--- config.mk ---
export PLATFORM = sky130hd
export DESIGN_NAME = palindrome_center_enumerator
export DESIGN_NICKNAME = d
export VERILOG_FILES = /design/src/design/pce_pkg.sv /design/src/design/palindrome_center_enumerator.sv
export SDC_FILE = /design/constraint.sdc
export NUM_CORES = 1
export LEC_CHECK = 0
export BUFFER_PORTS_ARGS = -buffer_cell sky130_fd_sc_hd__buf_2
export CAP_MARGIN = 30
export CORE_UTILIZATION = 30
export CTS_CLUSTER_SIZE = 40
export DETAILED_ROUTE_END_ITERATION = 12
export HOLD_SLACK_MARGIN = 0.05
export SYNTH_ARGS = -nofsm -noshare
export SYNTH_HDL_FRONTEND = slang
export SYNTH_SLANG_ARGS = --single-unit
--- constraint.sdc ---
create_clock -name clk_i -period 10.2 [get_ports clk_i]
set_input_delay 2.04 -clock clk_i [delete_from_list [all_inputs] [get_ports clk_i]]
set_output_delay 2.04 -clock clk_i [all_outputs]
set_load 0.02 [all_outputs]
--- src/design/pce_pkg.sv ---
package pce_pkg;

  localparam int unsigned SYMBOL_W = 8;
  localparam int unsigned CENTER_W = 6;
  localparam int unsigned BOUND_W  = 6;

endpackage

--- src/design/palindrome_center_enumerator.sv ---
// Symbols are taken one per cycle while loading; the final symbol starts the pass.
// The radius pass over the 2N-1 interleaved positions steps over a separator directly in the
// read state, and reads and then compares for each symbol compare or radius mirror check.
// Emission reads each center's radius and then registers its result (EM_RD, then EM_OUT);
// the input stalls from the final symbol until the last result is registered.
// Reset (async, active low) clears the sequencer, symbol count, overflow flag and outputs.
module palindrome_center_enumerator #(
  parameter int unsigned MAX_LEN = 32
) (
  input  logic                          clk_i,
  input  logic                          rst_ni,
  input  logic                          in_valid_i,
  output logic                          in_stall_o,
  input  logic [pce_pkg::SYMBOL_W-1:0]  in_symbol_i,
  input  logic                          in_final_symbol_i,
  output logic                          out_valid_o,
  input  logic                          out_stall_i,
  output logic [pce_pkg::CENTER_W-1:0]  out_center_o,
  output logic [pce_pkg::BOUND_W-1:0]   out_left_bound_o,
  output logic [pce_pkg::BOUND_W-1:0]   out_right_bound_o,
  output logic                          out_overflow_o,
  output logic                          out_end_of_run_o
);

  localparam int unsigned RAW  = $clog2(2 * MAX_LEN);
  localparam int unsigned PW   = RAW + 1;
  localparam int unsigned SAW  = (MAX_LEN > 1) ? $clog2(MAX_LEN) : 1;
  localparam int unsigned CNTW = $clog2(MAX_LEN + 1);
  localparam int unsigned RW   = RAW;

  typedef enum logic [2:0] {
    S_LOAD,
    S_EXP_RD,
    S_EXP_CMP,
    S_MIR_RD,
    S_MIR_CMP,
    S_EM_RD,
    S_EM_OUT
  } state_e;

  state_e                        state_q;
  logic [CNTW-1:0]               count_q;
  logic                          ovf_q;
  logic [PW-1:0]                 len_q;
  logic [PW-1:0]                 c_q;
  logic [PW-1:0]                 k_q;
  logic [RW-1:0]                 reach_q;

  logic                          out_valid_q;
  logic [pce_pkg::CENTER_W-1:0]  out_center_q;
  logic [pce_pkg::BOUND_W-1:0]   out_left_q;
  logic [pce_pkg::BOUND_W-1:0]   out_right_q;
  logic                          out_ovf_q;
  logic                          out_end_q;

  // memories
  logic [pce_pkg::SYMBOL_W-1:0]  sym_mem [MAX_LEN];
  logic [RW-1:0]                 rad_mem [2*MAX_LEN];
  logic [pce_pkg::SYMBOL_W-1:0]  sym_a_q, sym_b_q;
  logic [RW-1:0]                 rad_q;

  logic                          in_acc;
  logic                          room;
  logic [CNTW-1:0]               count_new;
  logic [PW-1:0]                 reach_x, lo_pos, hi_pos, step_c, sum_kr;
  logic                          exp_ok, mir_ok, mir_go, exit_done, sym_eq, out_free;
  logic                          out_load;
  logic                          sym_we, sym_re, rad_we, rad_re;
  logic [SAW-1:0]                sym_waddr, sym_raddr_a, sym_raddr_b;
  logic [RAW-1:0]                rad_waddr, rad_raddr;
  logic [RW-1:0]                 rad_wdata;
  logic [PW-1:0]                 mid, half_w, lo_b, hi_b;

  assign in_stall_o = (state_q != S_LOAD);
  assign in_acc     = in_valid_i && !in_stall_o;
  assign room       = (count_q < CNTW'(MAX_LEN));
  assign count_new  = room ? count_q + 1'b1 : count_q;

  assign reach_x   = PW'(reach_q);
  assign lo_pos    = c_q - reach_x;
  assign hi_pos    = c_q + reach_x;
  assign exp_ok    = (reach_x <= c_q) && (hi_pos < len_q);
  assign mir_ok    = (k_q <= c_q) && ((c_q + k_q) < len_q);
  assign sum_kr    = k_q + PW'(rad_q);
  assign mir_go    = (sum_kr < reach_x);
  assign step_c    = c_q + k_q;
  assign exit_done = (step_c >= len_q);
  assign sym_eq    = (sym_a_q == sym_b_q);
  assign out_free  = !out_valid_q || !out_stall_i;
  assign out_load  = (state_q == S_EM_OUT) && out_free;

  always_comb begin
    sym_we      = in_acc && room;
    sym_waddr   = SAW'(count_q);
    sym_re      = (state_q == S_EXP_RD) && exp_ok && !lo_pos[0];
    sym_raddr_a = lo_pos[SAW:1];
    sym_raddr_b = hi_pos[SAW:1];
    rad_we      = 1'b0;
    rad_waddr   = c_q[RAW-1:0];
    rad_wdata   = reach_q;
    rad_re      = 1'b0;
    rad_raddr   = c_q[RAW-1:0];
    case (state_q)
      S_EXP_RD: begin
        rad_we = !exp_ok;
      end
      S_EXP_CMP: begin
        rad_we = !sym_eq;
      end
      S_MIR_RD: begin
        rad_re    = mir_ok;
        rad_raddr = RAW'(c_q - k_q);
      end
      S_MIR_CMP: begin
        rad_we    = mir_go;
        rad_waddr = RAW'(step_c);
        rad_wdata = rad_q;
      end
      S_EM_RD: begin
        rad_re = 1'b1;
      end
      default: begin
      end
    endcase
  end

  always_ff @(posedge clk_i) begin
    if (sym_we) begin
      sym_mem[sym_waddr] <= in_symbol_i;
    end
    if (sym_re) begin
      sym_a_q <= sym_mem[sym_raddr_a];
      sym_b_q <= sym_mem[sym_raddr_b];
    end
  end

  always_ff @(posedge clk_i) begin
    if (rad_we) begin
      rad_mem[rad_waddr] <= rad_wdata;
    end
    if (rad_re) begin
      rad_q <= rad_mem[rad_raddr];
    end
  end

  // bounds of the palindrome at the emitted center
  always_comb begin
    mid = (c_q + 1'b1) >> 1;
    if (c_q[0]) begin
      half_w = PW'(rad_q >> 1);
      lo_b   = mid - half_w;
      hi_b   = mid + half_w;
    end else begin
      half_w = PW'((rad_q - 1'b1) >> 1);
      lo_b   = mid - half_w;
      hi_b   = mid + half_w + 1'b1;
    end
  end

  always_ff @(posedge clk_i or negedge rst_ni) begin
    if (!rst_ni) begin
      state_q      <= S_LOAD;
      count_q      <= '0;
      ovf_q        <= 1'b0;
      len_q        <= '0;
      c_q          <= '0;
      k_q          <= '0;
      reach_q      <= '0;
      out_valid_q  <= 1'b0;
      out_center_q <= '0;
      out_left_q   <= '0;
      out_right_q  <= '0;
      out_ovf_q    <= 1'b0;
      out_end_q    <= 1'b0;
    end else begin
      if (out_load) begin
        out_valid_q <= 1'b1;
      end else if (!out_stall_i) begin
        out_valid_q <= 1'b0;
      end
      case (state_q)
        S_LOAD: begin
          if (in_acc) begin
            count_q <= count_new;
            if (!room) begin
              ovf_q <= 1'b1;
            end
            if (in_final_symbol_i) begin
              len_q   <= (PW'(count_new) << 1) - 1'b1;
              c_q     <= '0;
              reach_q <= '0;
              state_q <= S_EXP_RD;
            end
          end
        end
        S_EXP_RD: begin
          if (!exp_ok) begin
            k_q     <= PW'(1);
            state_q <= S_MIR_RD;
          end else if (lo_pos[0]) begin
            reach_q <= reach_q + 1'b1;
          end else begin
            state_q <= S_EXP_CMP;
          end
        end
        S_EXP_CMP: begin
          if (sym_eq) begin
            reach_q <= reach_q + 1'b1;
            state_q <= S_EXP_RD;
          end else begin
            k_q     <= PW'(1);
            state_q <= S_MIR_RD;
          end
        end
        S_MIR_RD, S_MIR_CMP: begin
          if (state_q == S_MIR_RD && mir_ok) begin
            state_q <= S_MIR_CMP;
          end else if (state_q == S_MIR_CMP && mir_go) begin
            k_q     <= k_q + 1'b1;
            state_q <= S_MIR_RD;
          end else begin
            reach_q <= RW'(reach_x - k_q);
            if (exit_done) begin
              c_q     <= '0;
              state_q <= S_EM_RD;
            end else begin
              c_q     <= step_c;
              state_q <= S_EXP_RD;
            end
          end
        end
        S_EM_RD: begin
          state_q <= S_EM_OUT;
        end
        S_EM_OUT: begin
          if (out_free) begin
            out_center_q <= pce_pkg::CENTER_W'(c_q);
            out_left_q   <= pce_pkg::BOUND_W'(lo_b);
            out_right_q  <= pce_pkg::BOUND_W'(hi_b);
            out_ovf_q    <= ovf_q;
            out_end_q    <= (c_q == len_q - 1'b1);
            if (c_q == len_q - 1'b1) begin
              count_q <= '0;
              ovf_q   <= 1'b0;
              state_q <= S_LOAD;
            end else begin
              c_q     <= c_q + 1'b1;
              state_q <= S_EM_RD;
            end
          end
        end
        default: begin
          state_q <= S_LOAD;
        end
      endcase
    end
  end

  assign out_valid_o       = out_valid_q;
  assign out_center_o      = out_center_q;
  assign out_left_bound_o  = out_left_q;
  assign out_right_bound_o = out_right_q;
  assign out_overflow_o    = out_ovf_q;
  assign out_end_of_run_o  = out_end_q;

endmodule

==> impl_metrics.env <==
export IMPL_synthMuxAreaShare=0.0721
export IMPL_grt_ovfl_total=0
export IMPL_rr_worst_depth=17
export IMPL_drt_initial_drc_count=3103
export IMPL_timing_rr_end="rad_mem[2][5]$_DFFE_PP_"
export IMPL_hold_path_class="flip-flop to flip-flop"
export IMPL_clock_skew_final_ns=0.0231
export IMPL_final_nets=3226
export IMPL_cts_setup_buffers=0
export IMPL_relSlewSlack=0.269
export IMPL_synthAdderAreaFrac=0.0352
export IMPL_critPathCaptureType="flip-flop"
export IMPL_firstDrtPassIters=9
export IMPL_vias=26559
export IMPL_final_util=0.342
export IMPL_pin_count=35
export IMPL_worstHoldStart="out_overflow_o$_DFFE_PN0P_"
export IMPL_clk_pin_slew_ns=0.06
export IMPL_total_power_w=0.0148
export IMPL_wl_per_cell_um=23.2
export IMPL_vdd_drop_max_mv=0.343
export IMPL_crit_required_ns=10.54
export IMPL_clkLatencyLatePin_ns=0.67
export IMPL_viasPerCell=5.54
export IMPL_min_to="out_overflow_o$_DFFE_PN0P_"
export IMPL_status="complete, no violations"
export IMPL_p_leak_nw=14.5
export IMPL_synth_distinct_cells=87
export IMPL_dieArea_um2=123000
export IMPL_synth_compound_area_frac=0.121
export IMPL_worst_path_max_fanout=66
export IMPL_grt_pass1_wl_mm=165
export IMPL_max_freq_mhz=140
export IMPL_fin_tns_setup_ns=0
export IMPL_fin_crit_sh=0.700
export IMPL_post_route_drc_count=0
export IMPL_cts_resized=0
export IMPL_cts_tree="yes"
export IMPL_ys_warn_count=0
export IMPL_numPortBuffers=34
export IMPL_postSynth_asyncResetShare=0.0806
export IMPL_die_w_um=350
export IMPL_cts_max_level=3
export IMPL_synth_xor_area_frac=0.0178
export IMPL_rsz0062_at_grt="false"
export IMPL_grt_use_total=0.178
export IMPL_ys_seq_area_frac=0.586
export IMPL_arrival_ns=7.47
export IMPL_finalMaxSlewViolations=0
export IMPL_cts_buffers=80
export IMPL_drtAntennaViolNets=0
export IMPL_avgSynthCellArea_um2=11.6
export IMPL_worstMarginPinSlew_ns=1.07
export IMPL_syn_area_um2=36400
export IMPL_synthSimpleGateAreaFrac=0.136
export IMPL_num_rows=127
export IMPL_syn_nets=3238
export IMPL_coreArea_um2=120000
export IMPL_cts_path_max_buffers=3
export IMPL_drive_gt1_frac=0.0972
export IMPL_dp_hpwl_mm=72.0
export IMPL_cts_sinks=720
export IMPL_period_needed_ns=7.14
export IMPL_path_class="flip-flop to flip-flop"
export IMPL_syn_inst=3128
export IMPL_ctsHoldBuffers=0
export IMPL_reg2reg_slack_ns=3.06
export IMPL_areaGrowthSynthToFinish_pct=12.9
export IMPL_grt_max_degree=68
export IMPL_grt_pass1_vias=25690
export IMPL_num_antenna_cells=0
export IMPL_ys_ff_latch=720
export IMPL_powerDensity_nw_per_um2=361
export IMPL_startpoint_type="flip-flop"
export IMPL_grt_antenna_before_repair=5
export IMPL_routabilityCongestion=0.897
export IMPL_hold_viol_final=0
export IMPL_ys_flop_type="edfxtp_1"
export IMPL_initial_utilization=0.303
export IMPL_setup_viol=0
export IMPL_cap_violations=0
export IMPL_hold_depth=2
export IMPL_synth_top_family_by_area="simple AND/OR/NAND/NOR gates"
export IMPL_hold_ws_ns=0.479
export IMPL_drt_total_wl_mm=111
export IMPL_synth_edf_count=662
export IMPL_r2r_start="c_q[2]$_DFFE_PN0P_"
export IMPL_nFillCells=11885
export IMPL_die_y_um=350
export IMPL_cts_root_buf="clkbuf_16"
## metal layers
| metal | vias to the layer above | wire length, um | track usage |
|---|---|---|---|
| li1 | 11874 | - | - |
| met1 | 13083 | 44900 | 0.234 |
| met2 | 1326 | 52400 | 0.291 |
| met3 | 274 | 9570 | 0.0300 |
| met4 | 2 | 4270 | 0.0704 |
| met5 | - | 12 | 0 |
## Yosys cell counts (all sizes together) (16+ instances only)
master / count / area (um2)
nor4b: 16 / 140
xnor2: 49 / 437
ha: 88 / 1100
o21a: 21 / 158
edfxtp: 662 / 19900
a22oi: 26 / 195
buf: 103 / 546
and3: 17 / 108
a21o: 17 / 129
nand4: 22 / 138
inv: 70 / 263
a221o: 22 / 220
clkbuf: 93 / 349
a31oi: 72 / 450
a311oi: 20 / 175
nor4: 47 / 294
a2111oi: 20 / 213
xor2: 24 / 210
nand2: 443 / 1660
o22ai: 66 / 413
o21ai: 128 / 644
nand2b: 24 / 150
mux4: 18 / 420
nor2: 223 / 840
a21oi: 113 / 569
nand3: 132 / 661
mux2i: 183 / 1840
mux2: 32 / 360
dfrtp: 58 / 1450
or3: 28 / 180
o31ai: 19 / 143
nor3: 82 / 410
## critical path, stage by stage, from the launching register on
cell and delay, ns:
dfrtp_1 0.77, inv_1 0.36, ha_1 0.72, a21oi_1 0.10, buf_4 0.22, or3_1 0.34
and2_2 0.20, buf_4 0.29, inv_2 0.09, buf_4 0.67, ha_1 0.37, o21ai_0 0.07
o21ai_0 0.09, a211o_1 0.39, a211oi_2 0.88, nor2b_1 0.22, nand2_1 0.66, nor2_1 0.32
## per-stage QoR
step / setup WS, ns / instances / area [um2]
2_1_floorplan: 5.35 / 3128 / 36400
3_3_place_gp: 3.29 / 4634 / 38300
3_5_place_dp: 3.23 / 4646 / 38400
4_1_cts: 3.18 / 4790 / 41100
5_1_grt: 2.66 / 4790 / 41100
6_report: 3.06 / 4790 / 41100
## layout make-up
cell class                 instances  area (um2)  area share
sequential                       720       21300       0.519
multi-input combinational       2141       14100       0.343
clock buffer                      93        2070      0.0504
tap                             1612        2020      0.0491
timing repair buffer             102         708      0.0172
clock inverter                    51         613      0.0149
inverter                          71         267     0.00648
## worst max-delay path by stage
stage,from,endpoint,slack [ns],depth (start not counted)
after floorplan,c_q[1]$_DFFE_PN0P_,rad_mem[0][0]$_DFFE_PP_,5.35,20
after global placement,c_q[1]$_DFFE_PN0P_,rad_mem[23][4]$_DFFE_PP_,3.29,18
after detailed placement,c_q[1]$_DFFE_PN0P_,rad_mem[39][0]$_DFFE_PP_,3.23,18
after CTS,c_q[1]$_DFFE_PN0P_,rad_mem[14][3]$_DFFE_PP_,3.18,18
after global routing,c_q[1]$_DFFE_PN0P_,rad_mem[31][1]$_DFFE_PP_,2.66,18
final,c_q[2]$_DFFE_PN0P_,rad_mem[2][5]$_DFFE_PP_,3.06,17
## power breakdown
| group | total, W | switching (W) | internal [W] |
|---|---|---|---|
| logic | 0.00796 | 0.00532 | 0.00264 |
| clock network | 0.00297 | 0.00124 | 0.00173 |
| registers | 0.00391 | 0.000193 | 0.00371 |
| total | 0.0148 | 0.00675 | 0.00809 |
## registers in the layout (all words and copies together) (netlist names)
name,cells
rad_mem,384
sym_mem,256
sym_a_q,8
sym_b_q,8
c_q,7
k_q,7
len_q,7
count_q,6
out_center_o,6
out_left_bound_o,6
out_right_bound_o,6
rad_q,6
reach_q,6
state_q,3
out_end_of_run_o,1
out_overflow_o,1
out_valid_o,1
ovf_q,1
## cell families after synthesis
family                   Yosys count
AO/OA/AOI/OAI                    652
buffers and inverters            267
adder cells (fa/ha/maj)           97
multiplexers                     233
flip-flops                       720
AND/OR/NAND/NOR                 1086
XOR/XNOR                          73
## layout by cell type, fill, tap and decap left out, drive strengths merged, types with 28 or more instances in the layout
cell,n
a21oi,113
a31oi,72
buf,101
clkbuf,93
clkinv,29
dfrtp,58
edfxtp,662
ha,88
inv,76
mux2,32
mux2i,183
nand2,443
nand3,132
nor2,223
nor3,82
nor4,47
o21ai,128
o22ai,66
or3,28
xnor2,49
(Power assumes the default switching activity.)
